**config.mk**
```make
export PLATFORM = sky130hd
export DESIGN_NAME = drs_cell
export DESIGN_NICKNAME = d
export VERILOG_FILES = /design/src/rtl/core/drs_pkg.sv /design/src/rtl/core/drs_cell.sv
export SDC_FILE = /design/constraint.sdc
export NUM_CORES = 1
export LEC_CHECK = 0
export BUFFER_PORTS_ARGS = -buffer_cell sky130_fd_sc_hd__buf_2
export CORE_MARGIN = 4
export CORE_UTILIZATION = 50
export DETAILED_ROUTE_END_ITERATION = 8
export PLACE_DENSITY = 0.86
export SETUP_SLACK_MARGIN = 0.3
export SLEW_MARGIN = 20
export SYNTH_ARGS = -nofsm -noshare
export SYNTH_HDL_FRONTEND = slang
export SYNTH_SLANG_ARGS = --single-unit
```
**constraint.sdc**
```tcl
create_clock -name clk -period 2.8 [get_ports clk]
set_input_delay 0.56 -clock clk [delete_from_list [all_inputs] [get_ports clk]]
set_output_delay 0.56 -clock clk [all_outputs]
set_load 0.01 [all_outputs]
```
**src/rtl/core/drs_pkg.sv**
```systemverilog
// Shared types and constants of the dependency release scoreboard.
`default_nettype none

package drs_pkg;

    localparam int REQ_W     = 2;
    localparam int IDX_W     = 6;
    localparam int CNT_W     = 7;
    localparam int S_TDATA_W = 16;
    localparam int M_TDATA_W = 8;

    typedef enum logic [REQ_W-1:0] {
        REQ_EDGE     = 2'd0,
        REQ_COMPLETE = 2'd1,
        REQ_CLEAR    = 2'd2
    } req_type_t;

    typedef enum logic [1:0] {
        ST_IDLE,
        ST_SWEEP,
        ST_RESULT
    } state_t;

    // Per-cell command; all fields but clr are already qualified by the cell's own select.
    typedef struct packed {
        logic clr;
        logic add_edge;
        logic complete;
        logic make_pending;
    } cell_cmd_t;

    // What one cell hands to the next: the sweep token and the changed flag.
    typedef struct packed {
        logic tok;
        logic chg;
    } link_t;

endpackage

`default_nettype wire

```
**src/rtl/core/drs_cell.sv**
```systemverilog
// One node of the scoreboard: its prerequisite row, its flags and its sweep stage.
`default_nettype none

module drs_cell #(
    parameter int NODES = 64
) (
    input  wire logic              clk,
    input  wire logic              rst_n,
    input  wire drs_pkg::cell_cmd_t cmd,
    input  wire logic [NODES-1:0]  pre_sel,
    input  wire logic [NODES-1:0]  comp_vec,
    input  wire drs_pkg::link_t    link_in,
    output drs_pkg::link_t         link_out,
    output logic                   completed,
    output logic                   pending,
    output logic                   ready,
    output logic                   fire
);

    logic [NODES-1:0] mask_reg, mask_next;
    logic             completed_reg, completed_next;
    logic             pending_reg, pending_next;
    drs_pkg::link_t   link_reg, link_next;

    // The node may complete once every prerequisite in its row has completed.
    assign ready = ~|(mask_reg & ~comp_vec);
    // The node completes on its turn in a sweep if it is still waiting and ready.
    assign fire  = link_reg.tok & pending_reg & ~completed_reg & ready;

    always_comb
    begin
        mask_next      = mask_reg;
        completed_next = completed_reg;
        pending_next   = pending_reg;
        link_next      = link_in;
        if (cmd.clr)
        begin
            mask_next      = '0;
            completed_next = 1'b0;
            pending_next   = 1'b0;
            link_next      = '0;
        end
        else
        begin
            if (cmd.add_edge)
            begin
                mask_next = mask_reg | pre_sel;
            end
            if (cmd.complete || fire)
            begin
                completed_next = 1'b1;
                pending_next   = 1'b0;
            end
            else if (cmd.make_pending)
            begin
                pending_next = 1'b1;
            end
        end
    end

    always_ff @(posedge clk or negedge rst_n)
    begin
        if (!rst_n)
        begin
            mask_reg      <= '0;
            completed_reg <= 1'b0;
            pending_reg   <= 1'b0;
            link_reg      <= '0;
        end
        else
        begin
            mask_reg      <= mask_next;
            completed_reg <= completed_next;
            pending_reg   <= pending_next;
            link_reg      <= link_next;
        end
    end

    assign link_out.tok = link_reg.tok;
    assign link_out.chg = link_reg.chg | fire;
    assign completed    = completed_reg;
    assign pending      = pending_reg;

endmodule

`default_nettype wire

```
Yosys cells after proc, flatten, opt, wreduce, memory -nomap -nowiden:

Cells that the tools add are included.

* register bits after elaboration: 68
* bits of input ports: 136
* output and inout port bits: 6
* word-level logic and storage cells: 27

* muxes and demuxes: 8
* bitwise operators: 8
* reduce and logical (&&, ||, !) cells: 6

Operators with widths (number)
* $mux W64: 2
* $and A64 B64 Y64: 1
* $not A64 Y64: 1
* $or A64 B64 Y64: 1
* $reduce_or A64 Y1: 1
* $mux W1: 5
* $reduce_bool A2 Y1: 2
* $and A1 B1 Y1: 3
* $reduce_bool A3 Y1: 1
* $mux W2: 1
* $logic_not A1 Y1: 1
* $logic_or A1 B1 Y1: 1
* $not A1 Y1: 1
* $or A1 B1 Y1: 1

Logic depth before layout (Yosys ltp):

Gate-level depths: netlist of the first run.

* word-level depth: 8
* gate-level depth with buffers: 6
* mapped depth without buffers: 6

Worst setup path before layout of the first run:

No wires, ideal clock.

* path kind: input to output
* from: input comp_vec[41]
* to: output link_out[0] (netlist name)
* arrival: 1.485 ns
* data required time: 2.240 ns
* setup slack: 0.755 ns
* cell stages on the path: 6
* buffers on the path: 0
* cells stage by stage: nand2b_1 -> o2111ai_1 -> nor4_2 -> nand4_1 -> inv_2 -> a21o_1

RTL lines
* start: declaration: line drs_cell.sv:11 `input wire logic [NODES-1:0] comp_vec,`
* end: declaration: line drs_cell.sv:13 `output drs_pkg::link_t link_out,`

==> out/qor.csv, run 1 <==
stage,metric,value,unit
run_status,status,finished clean,
layout,"commonest cells after routing, fill and taps aside","141 x buf_2, 68 x dfrtp_1, 67 x nor2_1, 65 x a21oi_1, 46 x nand2b_1",
timing,Final Hold Vio Count,0,
power_and_ir_drop,peak supply drop,0.308,mV
timing,Tmin final,2470,ps
placed_design,post-DP HPWL,6.03,mm
synth,YS warnings,0,
synth,number of synthesized register bits,68,
layout,register area,0.00170,sq mm
timing,RSZ-0062 raised after global routing,yes,
layout,layout net count,587,
route,antenna-violating nets left,0,
cts,CTS tree,yes,
worst_setup_path,critical-path maximum fanout,3,
synth,Mean Syn Cell Area,9.53,sq um
layout,Post-Layout Cell Count,528,
route,wire per inst,14.9,microns
global_route,first-pass GRT wire length,12.8,mm
synth,share of the synthesized area in the top cell type,0.576,
worst_setup_path,worst r2r path cells,6,
route,DR vias/cell,5.12,
synth,register area share after synthesis,0.576,
power_and_ir_drop,switching pwr,544,uW
cts,Worst-path clk slew,80,ps
layout,number of flip-flops in the largest register,64,
placed_design,Placed Instances,512,
power_and_ir_drop,Pleak,1.98,nW
global_route,total global-route track usage,0.222,
synth,main area contributors after synthesis,"dfrtp_1 58%, a21oi_1 11%, nand2b_1 9.7%, nor2_1 8.5%, o2111ai_1 4.7%",
synth,leading area contributor after synthesis,dfrtp_1,
floorplan,Die H,84.9,microns
worst_setup_path,Critical-path top delay cell,dfrtp_1,
layout,Layout area overhead,33.6,%
worst_setup_path,Worst setup SP type,flip-flop,
route,Initial DRT Pass Iterations,4,
global_route,largest net degree at the start of global routing,44,
timing,TNS Setup,0,ps
worst_setup_path,Worst Setup End Kind,output pin,
power_and_ir_drop,Power Total,2.09,mW
timing,Fmax,0.406,GHz
synth,Netlist cell types,22,
worst_setup_path,arrival time of the worst setup path,1910,ps
route,DR DRC count,0,
worst_setup_path,FF-to-FF End,pending$_DFFE_PN0P_,
power_and_ir_drop,Comb power frac,0.150,
synth,syn_nets,446,
floorplan,Die ar.,0.00720,sq mm
global_route,GRT overflow,0,
power_and_ir_drop,Net Sw Frac,0.261,
layout,multi-input gate area in the final layout,0.00116,sq mm
hold_path,worst hold path class,in2async,
cts,CTS Hold Buffers Added,0,
power_and_ir_drop,PwrDens,529,mW/mm^2
cts,clock latency on the worst-skew pair,330,ps
cts,depth of the CTS H-tree,3,
worst_setup_path,worst r2r src,mask_reg[57]$_DFFE_PN0P_,
cts,cts bufs inserted,9,
job,max-cap viol count,0,
timing,Worst Clk Skew,12.3,ps
power_and_ir_drop,Clk network pwr share,0.333,
placed_design,Placer Congestion,0.826,
timing,Min Hold Slack,238,ps
cts,Max clock buf depth,2,
synth,Syn Inst Count,310,
layout,final core area utilization,0.704,
cts,root buffer cell,clkbuf_8,
floorplan,Die W,84.9,microns
timing,Slew headroom,0.584,
timing,Setup Viol. Count Final,0,
worst_setup_path,crit-path max cell delay,380,ps
route,via count,2701,
floorplan,Std-Cell Rows,27,
route,initial drt markers,154,
floorplan,Core Region,0.00561,sq mm
placed_design,port bufs,141,
power_and_ir_drop,internal power,1.54,mW
floorplan,I/O pin cnt,142,
worst_setup_path,Worst EP required,2240,ps
synth,cell area after synthesis,0.00295,sq mm
worst_setup_path,reg2reg setup slack,1260,ps
layout,"most common cell after layout, fill and taps aside",buf_2,
power_and_ir_drop,Seq pwr share,0.517,
layout,share of cells above drive strength 1,0.371,
floorplan,Starting Density,0.527,
cts,Clock Sinks,68,
worst_setup_path,CP Cell Sequence,or2b_1 -> o2111ai_2 -> nor4_4 -> nand4_1 -> inv_2 -> a21o_1 -> buf_2,
timing,actual slew at the worst max-slew pin,624,ps
route,drt total wl,7.89,mm
timing,period utilization,0.880,
layout,# fillers,459,
timing,Slew Limit Fails,0,
worst_setup_path,crit path kind,reg2out,
global_route,initial antenna violation count,0,
layout,n_diodes,0,
global_route,vias in the first global route,2865,
==> kinds of logic after synthesis <==
| family | synth area share |
|---|---|
| AO/OA/AOI/OAI | 0.164 |
| AND/OR/NAND/NOR | 0.216 |
| buffers and inverters | 0.0436 |
| flip-flops | 0.576 |
==> synthesized netlist by cell type <==
cell,n
nor3_2,1
a21o_1,1
clkbuf_1,12
buf_2,1
o21ai_0,1
nand2b_1,46
buf_4,1
or2b_1,2
o2111ai_1,16
nor4_2,3
o22ai_1,1
buf_1,2
nand2_1,1
a21oi_1,65
inv_2,1
dfrtp_1,68
nand3b_1,1
nand4_1,1
nor2b_1,2
nor4_1,1
inv_1,16
nor2_1,67
==> layer usage <==
layer	global-route usage	up-vias	wire, microns
met5	0	-	0
met4	0.0878	0	209
met3	0.0476	20	442
met2	0.385	104	4060
met1	0.269	1260	3170
li1	-	1317	-
==> power by group through the flow <==
| stage | registers (mW) | clock network, mW | logic, mW |
|---|---|---|---|
| after floorplan | 1.09 | 0 | 0.149 |
| after global placement | 1.10 | 0 | 0.291 |
| after detailed placement | 1.10 | 0 | 0.300 |
| after CTS | 1.08 | 0.708 | 0.301 |
| after global routing | 1.09 | 0.752 | 0.351 |
| final | 1.08 | 0.695 | 0.312 |
==> what timing repair did <==
action                                  CTS  global route
setup buffers                             0             0
endpoints found under the setup margin    2             3
cloned                                    0             0
resized for setup                         0             6
pin swaps                                 2             5
==> metrics by stage <==
step	area (sq um)	worst slack (ps)
after floorplan	2950	755
after global placement	3730	421
after detailed placement	3730	406
after CTS	3900	327
after global routing	3950	193
final	3950	335
==> worst max-delay path by stage <==
stage,end,slack (ps),start,depth (start not counted)
global route,link_out[0],190,mask_reg[57]$_DFFE_PN0P_,7
global placement,fire,420,comp_vec[41],7
floorplan,link_out[0],760,comp_vec[41],6
CTS,link_out[0],330,mask_reg[45]$_DFFE_PN0P_,7
finish,link_out[0],330,mask_reg[57]$_DFFE_PN0P_,7
detailed placement,fire,410,comp_vec[29],7
==> worst max-delay path: cells and delay by family, from the launching register on <==
family | cells | cell delay [ps]
AND/OR/NAND/NOR | 3 | 730
flip-flops | 1 | 380
buffers and inverters | 2 | 240
AO/OA/AOI/OAI | 2 | 230
==> final cells by class <==
type                            instances  area share
Sequential cell                        68       0.431
Multi-Input combinational cell        209       0.295
Timing Repair Buffer                  146       0.192
Clock buffer                           12      0.0368
Tap cell                               72      0.0228
Inverter                               17      0.0162
Clock inverter                          4     0.00634
Note: power is estimated with default switching activity, not from simulation.
==> run 2, diff against run 1 <==
--- a/config.mk
+++ b/config.mk
@@ -6,10 +6,11 @@
 export NUM_CORES = 1
 export LEC_CHECK = 0
 export BUFFER_PORTS_ARGS = -buffer_cell sky130_fd_sc_hd__buf_2
+export CAP_MARGIN = 30
 export CORE_MARGIN = 4
-export CORE_UTILIZATION = 50
+export CORE_UTILIZATION = 42
 export DETAILED_ROUTE_END_ITERATION = 8
-export PLACE_DENSITY = 0.86
+export PLACE_DENSITY = 0.77
 export SETUP_SLACK_MARGIN = 0.3
 export SLEW_MARGIN = 20
 export SYNTH_ARGS = -nofsm -noshare
==> constraint.sdc (replaced) <==
create_clock -name clk -period 2.24 [get_ports clk]
set_input_delay 0.448 -clock clk [delete_from_list [all_inputs] [get_ports clk]]
set_output_delay 0.448 -clock clk [all_outputs]
set_load 0.01 [all_outputs]
==> run 2 against run 1 <==
Effect of this change:
- the run now ends with negative setup slack left
- setup slack lost 420 ps
- core utilization shrank 12 points
- worst hold slack lost 110 ps
==> out/qor.csv, run 2 (synthesis results as in run 1) <==
stage,metric,value,unit,change
run_status,status,"complete, but fails checks",,
run_status,failing checks,negative setup slack,,
worst_setup_path,Worst setup SP type,flip-flop,,
timing,Worst Clk Skew,8.76,ps,-3.50 ps
cts,clock latency on the worst-skew pair,330,ps,about the same
timing,Tmin final,2330,ps,
route,wire per inst,13.8,microns,-7.5%
hold_path,worst hold path class,in2async,,
timing,RSZ-0062 raised after global routing,yes,,
worst_setup_path,Critical-path top delay cell,dfrtp_1,,
floorplan,Core Region,0.00679,sq mm,+21%
route,initial drt markers,97,,-37%
layout,share of cells above drive strength 1,0.368,,-0.00277
floorplan,Die ar.,0.00844,sq mm,+17%
floorplan,Die W,91.9,microns,+8.2%
floorplan,Die H,91.9,microns,+8.2%
layout,"commonest cells after routing, fill and taps aside","140 x buf_2, 68 x dfrtp_1, 67 x nor2_1, 65 x a21oi_1, 46 x nand2b_1",,
worst_setup_path,worst r2r src,mask_reg[3]$_DFFE_PN0P_,,
job,max-cap viol count,0,,unchanged
layout,design area,0.00397,sq mm,+0.60%
worst_setup_path,worst path buffer plus inverter count,2,,unchanged
worst_setup_path,Worst EP required,1790,ps,-450 ps
route,via count,2655,,-1.7%
global_route,vias in the first global route,2716,,-5.2%
route,antenna-violating nets left,0,,unchanged
worst_setup_path,worst r2r path cells,8,,+2
timing,Final WS setup,-88.1,ps,-423 ps
power_and_ir_drop,PwrDens,644,mW/mm^2,+22%
worst_setup_path,crit-path max cell delay,380,ps,about the same
worst_setup_path,crit path kind,reg2out,,
placed_design,Placer Congestion,0.807,,-2.3%
worst_setup_path,CP Cell Sequence,nand2b_1 -> o2111ai_2 -> nor4_2 -> nand4_1 -> inv_2 -> a21o_1 -> buf_2,,
timing,Setup Viol. Count Final,3,,+3
timing,Slew headroom,0.573,,-0.0114
global_route,initial antenna violation count,0,,unchanged
placed_design,placed cell area,0.00377,sq mm,+1.1%
cts,Max clock buf depth,2,,unchanged
placed_design,DP Worst Slack,29.9,ps,-376 ps
cts,Clock Sinks,68,,unchanged
placed_design,port bufs,141,,unchanged
global_route,total global-route track usage,0.183,,-0.0390
route,DR vias/cell,4.83,,-5.6%
timing,Slew Limit Fails,0,,unchanged
worst_setup_path,critical-path maximum fanout,3,,unchanged
cts,depth of the CTS H-tree,3,,unchanged
worst_setup_path,FF-to-FF End,pending$_DFFE_PN0P_,,
cts,cts bufs inserted,9,,unchanged
global_route,largest net degree at the start of global routing,69,,+57%
global_route,GRT overflow,0,,unchanged
route,DR DRC count,0,,unchanged
route,Initial DRT Pass Iterations,4,,unchanged
global_route,first-pass GRT wire length,12.2,mm,-4.1%
cts,CTS tree,yes,,
floorplan,I/O pin cnt,142,,unchanged
worst_setup_path,reg2reg setup slack,500,ps,-760 ps
layout,layout net count,587,,unchanged
route,drt total wl,7.60,mm,-3.6%
layout,# fillers,611,,+33%
worst_setup_path,Crit path max-delay family,simple AND/OR/NAND/NOR gates,,
worst_setup_path,Worst Setup End Kind,output pin,,
layout,"most common cell after layout, fill and taps aside",buf_2,,
cts,Worst-path clk slew,70,ps,about the same
layout,n_diodes,0,,unchanged
power_and_ir_drop,peak supply drop,0.350,mV,+14%
power_and_ir_drop,Pleak,1.99,nW,+0.49%
worst_setup_path,arrival time of the worst setup path,1880,ps,-30 ps
layout,Layout area overhead,34.4,%,
floorplan,Starting Density,0.435,,-0.0919
cts,root buffer cell,clkbuf_8,,
layout,number of flip-flops in the largest register,64,,unchanged
timing,Final Hold Vio Count,0,,unchanged
layout,register area,0.00170,sq mm,unchanged
floorplan,Std-Cell Rows,30,,+11%
timing,actual slew at the worst max-slew pin,641,ps,+17.0 ps
placed_design,post-DP HPWL,5.70,mm,-5.5%
timing,Fmax,0.430,GHz,
worst_setup_path,CP Launch Point,mask_reg[3]$_DFFE_PN0P_,,
layout,multi-input gate area in the final layout,0.00114,sq mm,-2.0%
timing,period utilization,1.04,,
-- run 2: cell types whose count changed in the layout (fill, tap and decap cells not counted) --
cell / before / now
buf_4: 4 / 2
buf_6: 0 / 1
nor4_4: 2 / 0
clkinv_2: 2 / 3
buf_2: 141 / 140
nor4_2: 2 / 3
clkinvlp_4: 2 / 0
nor4_1: 0 / 1
clkbuf_1: 2 / 1
buf_12: 1 / 3
-- run 2: area by class of cell --
type,count,share of cell area
clock buffers,11,0.0356
multi-input cells,209,0.287
inverters,17,0.0161
flip-flops and latches,68,0.429
clock inverters,3,0.00378
repair buffers,146,0.198
well taps,96,0.0303
-- run 2: how the worst max path moves through the flow --
| stage | slack [ps] | cells after the start | end |
|---|---|---|---|
| after global routing | -220 | 7 | link_out[0] |
| after CTS | -110 | 7 | link_out[0] |
| after floorplan | 420 | 6 | link_out[0] |
| after detailed placement | 30 | 7 | fire |
| final | -90 | 7 | link_out[0] |
| after global placement | 60 | 7 | fire |
-- run 2: worst reg2reg max path, cell delays in order (launching register included) --
cell and delay (ps):
dfrtp_1 380, nand2b_1 90, o2111ai_2 130, nor4_2 360, nand4_1 260, inv_2 110
buf_4 120, buf_4 90, a21oi_1 60
-- run 2: power breakdown --
group          internal, mW  leakage [nW]  switching (mW)
combinational         0.192          1.02           0.186
sequential             1.31         0.892          0.0442
clock                 0.414        0.0848           0.415
total                  1.91          1.99           0.645
-- run 2: what timing repair did --
item	in CTS	in global routing
setup buffers	2	0
gates cloned	0	0
setup endpoints to repair	3	3
resized for setup	3	1
pin swaps	6	1
hold buffers	0	0
-- run 2: routing by layer --
layer  global-route usage  vias up  routed length (microns)
li1                     -     1315                        -
met1                0.230     1214                     3240
met2                0.300      107                     3590
met3               0.0443       19                      556
met4               0.0792        0                      212
met5                    0        -                        0
-- run 2: stage by stage --
step	setup TNS [ps]	power, mW	instances	utilization	hold WS [ps]
5_1_grt	-631	2.70	550	0.584	145
3_3_place_gp	0	1.74	534	0.555	474
3_5_place_dp	0	1.75	534	0.555	482
2_1_floorplan	0	1.55	310	-	152
6_report	-235	2.56	550	0.584	127
4_1_cts	-273	2.59	550	0.583	139
